<file path="config.mk">
export PLATFORM = sky130hd
export DESIGN_NAME = heap_break_allocator_core
export DESIGN_NICKNAME = d
export VERILOG_FILES = /design/src/rtl/hba_pkg.sv /design/src/rtl/hba_ctrl.sv /design/src/rtl/hba_datapath.sv /design/src/rtl/heap_break_allocator_core.sv
export SDC_FILE = /design/constraint.sdc
export NUM_CORES = 1
export LEC_CHECK = 0
export ABC_AREA = 1
export BUFFER_PORTS_ARGS = -buffer_cell sky130_fd_sc_hd__buf_2
export CAP_MARGIN = 20
export CORE_MARGIN = 2
export CORE_UTILIZATION = 62
export CTS_CLUSTER_SIZE = 10
export DETAILED_ROUTE_END_ITERATION = 7
export HOLD_SLACK_MARGIN = 0.1
export PLACE_DENSITY = 0.92
export SLEW_MARGIN = 15
export SYNTH_ARGS = -nofsm -noshare
export SYNTH_HDL_FRONTEND = slang
export SYNTH_HIERARCHICAL = 1
export SYNTH_SLANG_ARGS = --single-unit
export TNS_END_PERCENT = 50
</file>
<file path="constraint.sdc">
create_clock -name i_clk -period 16 [get_ports i_clk]
set_input_delay 1.6 -clock i_clk [delete_from_list [all_inputs] [get_ports i_clk]]
set_output_delay 1.6 -clock i_clk [all_outputs]
set_load 0.03 [all_outputs]
</file>
<file path="src/rtl/hba_pkg.sv">
`default_nettype none

package hba_pkg;

    // fixed field widths
    localparam int unsigned SPAN_W     = 32;
    localparam int unsigned STATUS_W   = 3;

    // page geometry
    localparam int unsigned PAGE_SHIFT = 12;
    localparam int unsigned PAGE_BYTES = 1 << PAGE_SHIFT;
    localparam int unsigned PAGE_W     = SPAN_W - PAGE_SHIFT;

    // break alignment
    localparam int unsigned ALIGN_SHIFT = 3;
    localparam int unsigned ALIGN_BYTES = 1 << ALIGN_SHIFT;

    // metadata cost: three 4-byte words per heap page
    localparam int unsigned META_BYTES_PER_PAGE = 3 * 4;
    localparam int unsigned MB_W   = PAGE_W + 4;
    localparam int unsigned META_W = MB_W + 1 - PAGE_SHIFT;

    // layout solver bound
    localparam int unsigned MAX_SOLVE_STEPS = 16;
    localparam int unsigned STEP_W          = $clog2(MAX_SOLVE_STEPS);

    // result status codes
    localparam logic [STATUS_W-1:0] ST_OK        = 3'd0;
    localparam logic [STATUS_W-1:0] ST_NOT_READY = 3'd1;
    localparam logic [STATUS_W-1:0] ST_NO_ROOM   = 3'd2;
    localparam logic [STATUS_W-1:0] ST_DENIED    = 3'd3;
    localparam logic [STATUS_W-1:0] ST_UNDERFLOW = 3'd4;

    // command codes
    localparam logic CMD_INIT   = 1'b0;
    localparam logic CMD_ADJUST = 1'b1;

    // controller to datapath
    typedef struct packed {
        logic                load;
        logic                solve_step;
        logic                commit;
        logic                adj_apply;
        logic                emit;
        logic                emit_shrink;
        logic [STATUS_W-1:0] emit_status;
    } t_dp_cmd;

    // datapath to controller
    typedef struct packed {
        logic                started;
        logic                solve_fail;
        logic                solve_settled;
        logic                heap_zero;
        logic                adj_neg;
        logic [STATUS_W-1:0] adj_code;
    } t_dp_stat;

endpackage

`default_nettype wire

</file>
<file path="src/rtl/hba_ctrl.sv">
`default_nettype none

module hba_ctrl (
    input  wire logic              i_clk,
    input  wire logic              i_rst_n,
    input  wire logic              i_start,
    input  wire logic              i_cmd,
    input  wire logic              i_reserve_ok,
    input  wire hba_pkg::t_dp_stat i_stat,
    output hba_pkg::t_dp_cmd       o_cmd,
    output logic                   o_busy
);

    localparam logic [1:0] S_IDLE   = 2'd0;
    localparam logic [1:0] S_SOLVE  = 2'd1;
    localparam logic [1:0] S_ADJ    = 2'd2;
    localparam logic [1:0] S_SHRINK = 2'd3;

    localparam logic [hba_pkg::STEP_W-1:0] LAST_STEP =
        hba_pkg::STEP_W'(hba_pkg::MAX_SOLVE_STEPS - 1);

    logic [1:0]                 r_state, n_state;
    logic [hba_pkg::STEP_W-1:0] r_step,  n_step;

    // next state and datapath commands
    always_comb begin
        n_state = r_state;
        n_step  = r_step;
        o_cmd   = '0;
        case (r_state)
            S_IDLE: begin
                if (i_start) begin
                    if (i_cmd == hba_pkg::CMD_INIT) begin
                        if (i_stat.started) begin
                            o_cmd.emit        = 1'b1;
                            o_cmd.emit_status = hba_pkg::ST_OK;
                        end else if (!i_reserve_ok) begin
                            o_cmd.emit        = 1'b1;
                            o_cmd.emit_status = hba_pkg::ST_NOT_READY;
                        end else begin
                            o_cmd.load = 1'b1;
                            n_step     = '0;
                            n_state    = S_SOLVE;
                        end
                    end else begin
                        if (!i_stat.started) begin
                            o_cmd.emit        = 1'b1;
                            o_cmd.emit_status = hba_pkg::ST_NOT_READY;
                        end else begin
                            o_cmd.load = 1'b1;
                            n_state    = S_ADJ;
                        end
                    end
                end
            end
            S_SOLVE: begin
                if (i_stat.solve_fail) begin
                    o_cmd.emit        = 1'b1;
                    o_cmd.emit_status = hba_pkg::ST_NOT_READY;
                    n_state           = S_IDLE;
                end else if (i_stat.solve_settled) begin
                    o_cmd.emit = 1'b1;
                    if (i_stat.heap_zero) begin
                        o_cmd.emit_status = hba_pkg::ST_NOT_READY;
                    end else begin
                        o_cmd.commit      = 1'b1;
                        o_cmd.emit_status = hba_pkg::ST_OK;
                    end
                    n_state = S_IDLE;
                end else if (r_step == LAST_STEP) begin
                    o_cmd.emit        = 1'b1;
                    o_cmd.emit_status = hba_pkg::ST_NOT_READY;
                    n_state           = S_IDLE;
                end else begin
                    o_cmd.solve_step = 1'b1;
                    n_step           = r_step + 1'b1;
                end
            end
            S_ADJ: begin
                if (i_stat.adj_code != hba_pkg::ST_OK) begin
                    o_cmd.emit        = 1'b1;
                    o_cmd.emit_status = i_stat.adj_code;
                    n_state           = S_IDLE;
                end else if (i_stat.adj_neg) begin
                    o_cmd.adj_apply = 1'b1;
                    n_state         = S_SHRINK;
                end else begin
                    o_cmd.adj_apply   = 1'b1;
                    o_cmd.emit        = 1'b1;
                    o_cmd.emit_status = hba_pkg::ST_OK;
                    n_state           = S_IDLE;
                end
            end
            S_SHRINK: begin
                o_cmd.emit        = 1'b1;
                o_cmd.emit_shrink = 1'b1;
                o_cmd.emit_status = hba_pkg::ST_OK;
                n_state           = S_IDLE;
            end
            default: begin
                n_state = S_IDLE;
            end
        endcase
    end

    // state registers
    always_ff @(posedge i_clk) begin
        if (!i_rst_n) begin
            r_state <= S_IDLE;
            r_step  <= '0;
        end else begin
            r_state <= n_state;
            r_step  <= n_step;
        end
    end

    assign o_busy = (r_state != S_IDLE);

endmodule

`default_nettype wire

</file>
<file path="src/rtl/hba_datapath.sv">
`default_nettype none

module hba_datapath (
    input  wire logic                                i_clk,
    input  wire logic                                i_rst_n,
    input  wire hba_pkg::t_dp_cmd                    i_cmd,
    output hba_pkg::t_dp_stat                        o_stat,
    input  wire logic                                i_cfg_write,
    input  wire logic                                i_cfg_data,
    input  wire logic [hba_pkg::SPAN_W-1:0]          i_region_span,
    input  wire logic signed [hba_pkg::SPAN_W-1:0]   i_increment,
    input  wire logic                                i_policy_allows,
    output logic                                     o_valid,
    output logic [hba_pkg::STATUS_W-1:0]             o_status,
    output logic [hba_pkg::SPAN_W-1:0]               o_break_offset,
    output logic                                     o_decommit_valid,
    output logic [hba_pkg::SPAN_W-1:0]               o_decommit_start,
    output logic [hba_pkg::SPAN_W-1:0]               o_decommit_length,
    output logic [hba_pkg::PAGE_W-1:0]               o_heap_page_count,
    output logic [hba_pkg::PAGE_W-1:0]               o_metadata_page_count
);

    localparam int unsigned SW = hba_pkg::SPAN_W;
    localparam int unsigned PW = hba_pkg::PAGE_W;
    localparam int unsigned PS = hba_pkg::PAGE_SHIFT;
    localparam int unsigned AS = hba_pkg::ALIGN_SHIFT;
    localparam int unsigned MW = hba_pkg::MB_W;
    localparam int unsigned TW = hba_pkg::META_W;

    // layout state
    logic          r_started;
    logic          r_policy_enabled;
    logic [PW-1:0] r_heap_pg_cnt;
    logic [PW-1:0] r_meta_pages;
    logic [SW-1:0] r_heap_bytes;
    logic [SW-1:0] r_break_used;

    // per-item work registers
    logic [PW-1:0] r_total;
    logic [PW-1:0] r_heap_iter;
    logic          r_neg;
    logic [SW-1:0] r_amount;
    logic [SW-1:0] r_wanted;
    logic [SW-1:0] r_room;
    logic          r_allows;
    logic [SW-1:0] r_old;

    // result registers
    logic                         r_valid;
    logic [hba_pkg::STATUS_W-1:0] r_status;
    logic [SW-1:0]                r_brk_out;
    logic                         r_dvalid;
    logic [SW-1:0]                r_dstart;
    logic [SW-1:0]                r_dlen;
    logic [PW-1:0]                r_heap_out;
    logic [PW-1:0]                r_meta_out;

    logic [SW-1:0] n_amount;
    logic [SW-1:0] n_wanted_sum;
    logic [SW-1:0] n_wanted;
    logic [SW-1:0] n_room;
    logic [MW-1:0] n_mbytes;
    logic [MW:0]   n_mbytes_rnd;
    logic [TW-1:0] n_meta;
    logic [PW-1:0] n_meta_ext;
    logic [PW-1:0] n_next;
    logic [SW-PS:0]  n_ceil_pages;
    logic [SW:0]     n_first;
    logic [SW:0]     n_diff;
    logic            n_dvalid;
    logic [hba_pkg::STATUS_W-1:0] n_adj_code;

    // adjust operands taken at accept
    assign n_amount     = 32'd0 - SW'(i_increment);
    assign n_wanted_sum = SW'(i_increment) + SW'(hba_pkg::ALIGN_BYTES - 1);
    assign n_wanted     = {n_wanted_sum[SW-1:AS], {AS{1'b0}}};
    assign n_room       = (r_heap_bytes >= r_break_used) ?
                          (r_heap_bytes - r_break_used) : '0;

    // one solver pass: metadata pages for the current heap guess
    assign n_mbytes     = MW'(r_heap_iter) * MW'(hba_pkg::META_BYTES_PER_PAGE);
    assign n_mbytes_rnd = {1'b0, n_mbytes} + (MW + 1)'(hba_pkg::PAGE_BYTES - 1);
    assign n_meta       = n_mbytes_rnd[MW:PS];
    assign n_meta_ext   = {{(PW - TW){1'b0}}, n_meta};
    assign n_next       = r_total - n_meta_ext;

    // adjust verdict
    always_comb begin
        if (r_neg) begin
            n_adj_code = (r_amount > r_break_used) ? hba_pkg::ST_UNDERFLOW
                                                   : hba_pkg::ST_OK;
        end else if (r_wanted > r_room) begin
            n_adj_code = hba_pkg::ST_NO_ROOM;
        end else if (r_policy_enabled && !r_allows) begin
            n_adj_code = hba_pkg::ST_DENIED;
        end else begin
            n_adj_code = hba_pkg::ST_OK;
        end
    end

    // released page range above the lowered break
    assign n_ceil_pages = {1'b0, r_break_used[SW-1:PS]} +
                          (SW - PS + 1)'(|r_break_used[PS-1:0]);
    assign n_first      = {n_ceil_pages, {PS{1'b0}}};
    assign n_diff       = {1'b0, r_old} - n_first;
    assign n_dvalid     = !n_diff[SW] && (n_diff[SW-1:0] != '0);

    // status toward the controller
    always_comb begin
        o_stat               = '0;
        o_stat.started       = r_started;
        o_stat.solve_fail    = (n_meta_ext >= r_total);
        o_stat.solve_settled = (n_next == r_heap_iter);
        o_stat.heap_zero     = (r_heap_iter == '0);
        o_stat.adj_neg       = r_neg;
        o_stat.adj_code      = n_adj_code;
    end

    // configuration and layout state
    always_ff @(posedge i_clk) begin
        if (!i_rst_n) begin
            r_policy_enabled <= 1'b0;
            r_started        <= 1'b0;
            r_heap_pg_cnt    <= '0;
            r_meta_pages     <= '0;
            r_heap_bytes     <= '0;
            r_break_used     <= '0;
        end else begin
            if (i_cfg_write) begin
                r_policy_enabled <= i_cfg_data;
            end
            if (i_cmd.commit) begin
                r_started     <= 1'b1;
                r_heap_pg_cnt <= r_heap_iter;
                r_meta_pages  <= n_meta_ext;
                r_heap_bytes  <= {r_heap_iter, {PS{1'b0}}};
                r_break_used  <= '0;
            end else if (i_cmd.adj_apply) begin
                if (r_neg) begin
                    r_break_used <= r_break_used - r_amount;
                end else begin
                    r_break_used <= r_break_used + r_wanted;
                end
            end
        end
    end

    // work registers
    always_ff @(posedge i_clk) begin
        if (i_cmd.load) begin
            r_total     <= i_region_span[SW-1:PS];
            r_heap_iter <= i_region_span[SW-1:PS];
            r_neg       <= i_increment[SW-1];
            r_amount    <= n_amount;
            r_wanted    <= n_wanted;
            r_room      <= n_room;
            r_allows    <= i_policy_allows;
        end else if (i_cmd.solve_step) begin
            r_heap_iter <= n_next;
        end
        if (i_cmd.adj_apply) begin
            r_old <= r_break_used;
        end
    end

    // result strobe
    always_ff @(posedge i_clk) begin
        if (!i_rst_n) begin
            r_valid <= 1'b0;
        end else begin
            r_valid <= i_cmd.emit;
        end
    end

    // result beat
    always_ff @(posedge i_clk) begin
        if (i_cmd.emit) begin
            r_status   <= i_cmd.emit_status;
            r_brk_out  <= r_break_used;
            r_heap_out <= i_cmd.commit ? r_heap_iter : r_heap_pg_cnt;
            r_meta_out <= i_cmd.commit ? n_meta_ext  : r_meta_pages;
            if (i_cmd.emit_shrink && n_dvalid) begin
                r_dvalid <= 1'b1;
                r_dstart <= n_first[SW-1:0];
                r_dlen   <= n_diff[SW-1:0];
            end else begin
                r_dvalid <= 1'b0;
                r_dstart <= '0;
                r_dlen   <= '0;
            end
        end
    end

    assign o_valid               = r_valid;
    assign o_status              = r_status;
    assign o_break_offset        = r_brk_out;
    assign o_decommit_valid      = r_dvalid;
    assign o_decommit_start      = r_dstart;
    assign o_decommit_length     = r_dlen;
    assign o_heap_page_count     = r_heap_out;
    assign o_metadata_page_count = r_meta_out;

endmodule

`default_nettype wire

</file>
<file path="src/rtl/heap_break_allocator_core.sv">
// channel   | ports                                          | handshake
// ----------+------------------------------------------------+--------------------------
// command   | i_cmd, i_region_span, i_reserve_ok,            | start high, busy low
//           | i_increment, i_policy_allows                   |
// result    | o_status, o_break_offset, o_decommit_*,        | o_valid, one cycle
//           | o_heap_page_count, o_metadata_page_count       |
// config    | i_cfg_data                                     | i_cfg_valid, o_cfg_ready
//
// a command that fails or is a repeated init at once gives its beat the cycle after accept
// growth runs operand set-up, then the check; a shrink adds the page round-up after the check
// init runs the layout solver one pass per cycle, at most 16 passes
// busy stays high until the result beat is launched; a new command may start while the beat shows
// synchronous active-low reset clears the layout, the break and the policy bit
// the result beat cannot be held off; o_cfg_ready is always high
`default_nettype none

module heap_break_allocator_core (
    input  wire logic                                i_clk,
    input  wire logic                                i_rst_n,
    input  wire logic                                start,
    output logic                                     busy,
    input  wire logic                                i_cmd,
    input  wire logic [hba_pkg::SPAN_W-1:0]          i_region_span,
    input  wire logic                                i_reserve_ok,
    input  wire logic signed [hba_pkg::SPAN_W-1:0]   i_increment,
    input  wire logic                                i_policy_allows,
    output logic                                     o_valid,
    output logic [hba_pkg::STATUS_W-1:0]             o_status,
    output logic [hba_pkg::SPAN_W-1:0]               o_break_offset,
    output logic                                     o_decommit_valid,
    output logic [hba_pkg::SPAN_W-1:0]               o_decommit_start,
    output logic [hba_pkg::SPAN_W-1:0]               o_decommit_length,
    output logic [hba_pkg::PAGE_W-1:0]               o_heap_page_count,
    output logic [hba_pkg::PAGE_W-1:0]               o_metadata_page_count,
    input  wire logic                                i_cfg_valid,
    output logic                                     o_cfg_ready,
    input  wire logic                                i_cfg_data
);

    hba_pkg::t_dp_cmd  w_cmd;
    hba_pkg::t_dp_stat w_stat;
    logic              w_busy;
    logic              w_start;

    // only accepted beats reach the controller
    assign w_start     = start && !w_busy;
    assign busy        = w_busy;
    assign o_cfg_ready = 1'b1;

    // sequencer
    hba_ctrl u_ctrl (
        .i_clk        (i_clk),
        .i_rst_n      (i_rst_n),
        .i_start      (w_start),
        .i_cmd        (i_cmd),
        .i_reserve_ok (i_reserve_ok),
        .i_stat       (w_stat),
        .o_cmd        (w_cmd),
        .o_busy       (w_busy)
    );

    // layout solver, break arithmetic and result registers
    hba_datapath u_datapath (
        .i_clk                 (i_clk),
        .i_rst_n               (i_rst_n),
        .i_cmd                 (w_cmd),
        .o_stat                (w_stat),
        .i_cfg_write           (i_cfg_valid && o_cfg_ready),
        .i_cfg_data            (i_cfg_data),
        .i_region_span         (i_region_span),
        .i_increment           (i_increment),
        .i_policy_allows       (i_policy_allows),
        .o_valid               (o_valid),
        .o_status              (o_status),
        .o_break_offset        (o_break_offset),
        .o_decommit_valid      (o_decommit_valid),
        .o_decommit_start      (o_decommit_start),
        .o_decommit_length     (o_decommit_length),
        .o_heap_page_count     (o_heap_page_count),
        .o_metadata_page_count (o_metadata_page_count)
    );

endmodule

`default_nettype wire

</file>
==> impl_results.md <==
- Share of layout cells above drive strength 1: 12.75%
- Synth Register Bits: 396
- Final Cycle Share: 48.88%
- Overall Power: 2850 uW
- Clk_skew: 0.03833 ns
- Hold_sp: u_datapath/r_meta_pages[14]
- CP peak stage delay: 0.95 ns
- Antenna viol nets, final: 0
- Setup Fix Bufs, Post-CTS: 0
- PD cells: 104.1 nW/um^2
- CTS tree: built
- Vias in the first global route: 20880
- WHS Endpoint: u_datapath/r_meta_pages[14]
- Pin count of the biggest net entering global routing: 96
- Placer Congestion: 0.9741
- # diodes: 0
- Setup slack, reg-to-reg: 8.18 ns
- Critical path startpoint category: flop
- GRT Total Usage: 33.31%
- Full die area: 41170 sq um
- First-pass GRT wire length: 108800 um
- Slew HR: 29.07%
- First-pass DRT Iterations: 8
- Final Hold Fails: 0
- Num rows: 72
- Worst skew pair latency: 0.60 ns
- Worst R2R Start: u_datapath/r_heap_iter[1]
- DRC: 0
- Total grt overflow: 0
- Most frequent CP cell: nand2_1
- Drt initial violations: 2325
- Initial antenna violation count: 0
- Max cap viols: 0
- CTS Buf Count: 47
- Slew @ Worst Pin: 1.064 ns
- Top-count cell post-synth: nand2_1
- Io pins: 215
- Synth warn: 6
- Mapped Area: 24530 sq um
- Final setup viols: 0
- Die Width: 202.9 um
- Root buf cell: clkbuf_16
- DR vias: 21840
- RSZ-0062 raised after global routing: no
- Synth area leaders: edfxtp_1 (36%), ha_1 (8.8%), nand2_1 (8.7%)
- Final HPWL DP: 50960 um
- Hold depth: 2
- Most used flip-flop cell after synthesis: edfxtp_1
- # H-tree levels: 2
- Post-synthesis sequential area ratio: 44.36%
- Post-synth EDFFs: 295
- Cts repair resizes: 0
- DR WL/cell: 18.93 um
- CP Class: reg2reg
- Final min period: 7.821 ns
- Data required, critical path: 16.18 ns
- CP max stage cell: buf_4
- Die H: 202.9 um
- Post-synthesis cell count: 2909
- Endpoint class of the critical path: flop
- Worst Reg-to-Reg Cells: 37
- Number of port buffers: 189
- Area growth from synthesis to layout: 11.66%
- Initial core utilization: 63.18%
- CP arrival: 8.00 ns
- Clk buf depth: 3
- Synth top area share: 36.11%
- CTS sink count: 396
- Final setup TNS: 0 ns
- Hold Buf Count CTS: 0
- Dominant cell type by area after synthesis: edfxtp_1
- Lkg Pwr: 0.01264 uW
- Worst Hold Class: reg2reg
- Max Slew Vio Count: 0
- Commonest cells in the netlist: nand2_1 (570), inv_1 (404), edfxtp_1 (295)
- Core Region: 38830 sq um
- Reg clk slew, reported paths: 0.06 ns
- Maximum VDD drop: 0.07975 mV
- Crit-path max FO: 87
- Layout Utilization: 70.54%
- Ys async rst share: 0%
- Distinct cells, synth: 59
- Layout Nets: 3359
- Status: complete, no violations
- Total wire length: 69350 um
- FF-to-FF End: u_datapath/o_decommit_start[26]
- Vias per cell: 5.962
- FMAX: 127.9 MHz
- Avg Cell Area, Syn: 8.432 sq um
[layout make-up]
type / count / area, sq um
multi-input combinational: 2043 / 11850
fill: 2846 / 11440
sequential: 396 / 10880
inverter: 420 / 1577
clock buffer: 78 / 1323
timing repair buffer: 201 / 1040
tap: 518 / 648.1
clock inverter: 8 / 71.32
[per-stage QoR]
stage	worst slack (ns)	instance area [sq um]	hold slack, ns	instances
final	8.179	27390	0.4378	3664
after global routing	7.587	27390	0.4665	3664
after CTS	8.358	27390	0.4409	3664
after detailed placement	8.442	25990	0.4321	3578
after global placement	8.695	25990	0.4241	3578
after floorplan	7.433	24570	0.4167	2920
[worst max path at each step]
stage	from	end	slack [ns]	depth (start not counted)
5_1_grt	u_datapath/r_heap_iter[1]	u_datapath/o_decommit_start[22]	7.59	37
3_3_place_gp	u_datapath/r_heap_iter[1]	u_datapath/o_decommit_length[10]	8.69	37
2_1_floorplan	u_datapath/r_heap_iter[1]	u_datapath/o_break_offset[0]	7.43	36
4_1_cts	u_datapath/r_heap_iter[1]	u_datapath/o_decommit_start[22]	8.36	37
6_report	u_datapath/r_heap_iter[1]	u_datapath/o_decommit_start[26]	8.18	37
3_5_place_dp	u_datapath/r_heap_iter[1]	u_datapath/o_decommit_length[10]	8.44	37
[routing by layer]
metal	vias to the layer above	GRT usage [%]	wire (um)
met5	-	0	0
met2	1266	53.29	31100
met3	196	5.377	7695
li1	10200	-	-
met1	10190	46.25	28250
met4	0	11.34	2316
[power by group]
| group | switching [uW] | internal [uW] |
|---|---|---|
| clock | 424 | 565 |
| combinational | 461 | 197 |
| sequential | 32.3 | 1170 |
[sequential cells by signal, indices dropped and copies added (netlist names), 29 cells and up]
name / cells
u_datapath/r_old: 32
u_datapath/o_decommit_length: 32
u_datapath/r_break_used: 32
u_datapath/o_break_offset: 32
u_datapath/r_amount: 32
u_datapath/r_wanted: 29
u_datapath/r_room: 32
[cell families after synthesis]
| group | synth area share (%) |
|---|---|
| fa+ha+maj | 9.232 |
| flops | 44.36 |
| buf+inv | 7.631 |
| compound gates | 11.73 |
| xor+xnor | 4.805 |
| other cells | 0.03062 |
| simple gates | 22.21 |
[cells in the final DEF (no fill, tap or decap), types with 12 or more instances in the layout]
master / instances
dfxtp_1: 101
nor4_1: 13
edfxtp_1: 295
o21bai_1: 12
inv_1: 404
nor2_4: 12
nor3_1: 41
nand3_1: 142
xnor2_1: 40
conb_1: 13
a31oi_1: 32
a21oi_1: 265
nand4_1: 44
xor2_1: 92
nand2_2: 47
buf_2: 189
nand3_2: 15
o21ai_0: 129
inv_2: 15
nor2_1: 255
clkbuf_16: 47
nand2_1: 570
nor2_2: 17
o211ai_1: 18
ha_1: 173
clkbuf_1: 28
[worst max-delay path: cells and delay by family (launching register included)]
kind	cells	cell delay, ns
compound gates	4	0.79
xor+xnor	2	0.65
fa+ha+maj	3	1.00
buf+inv	5	1.32
flops	1	0.46
simple gates	23	3.16
Note: power is estimated with default switching activity, not from simulation.
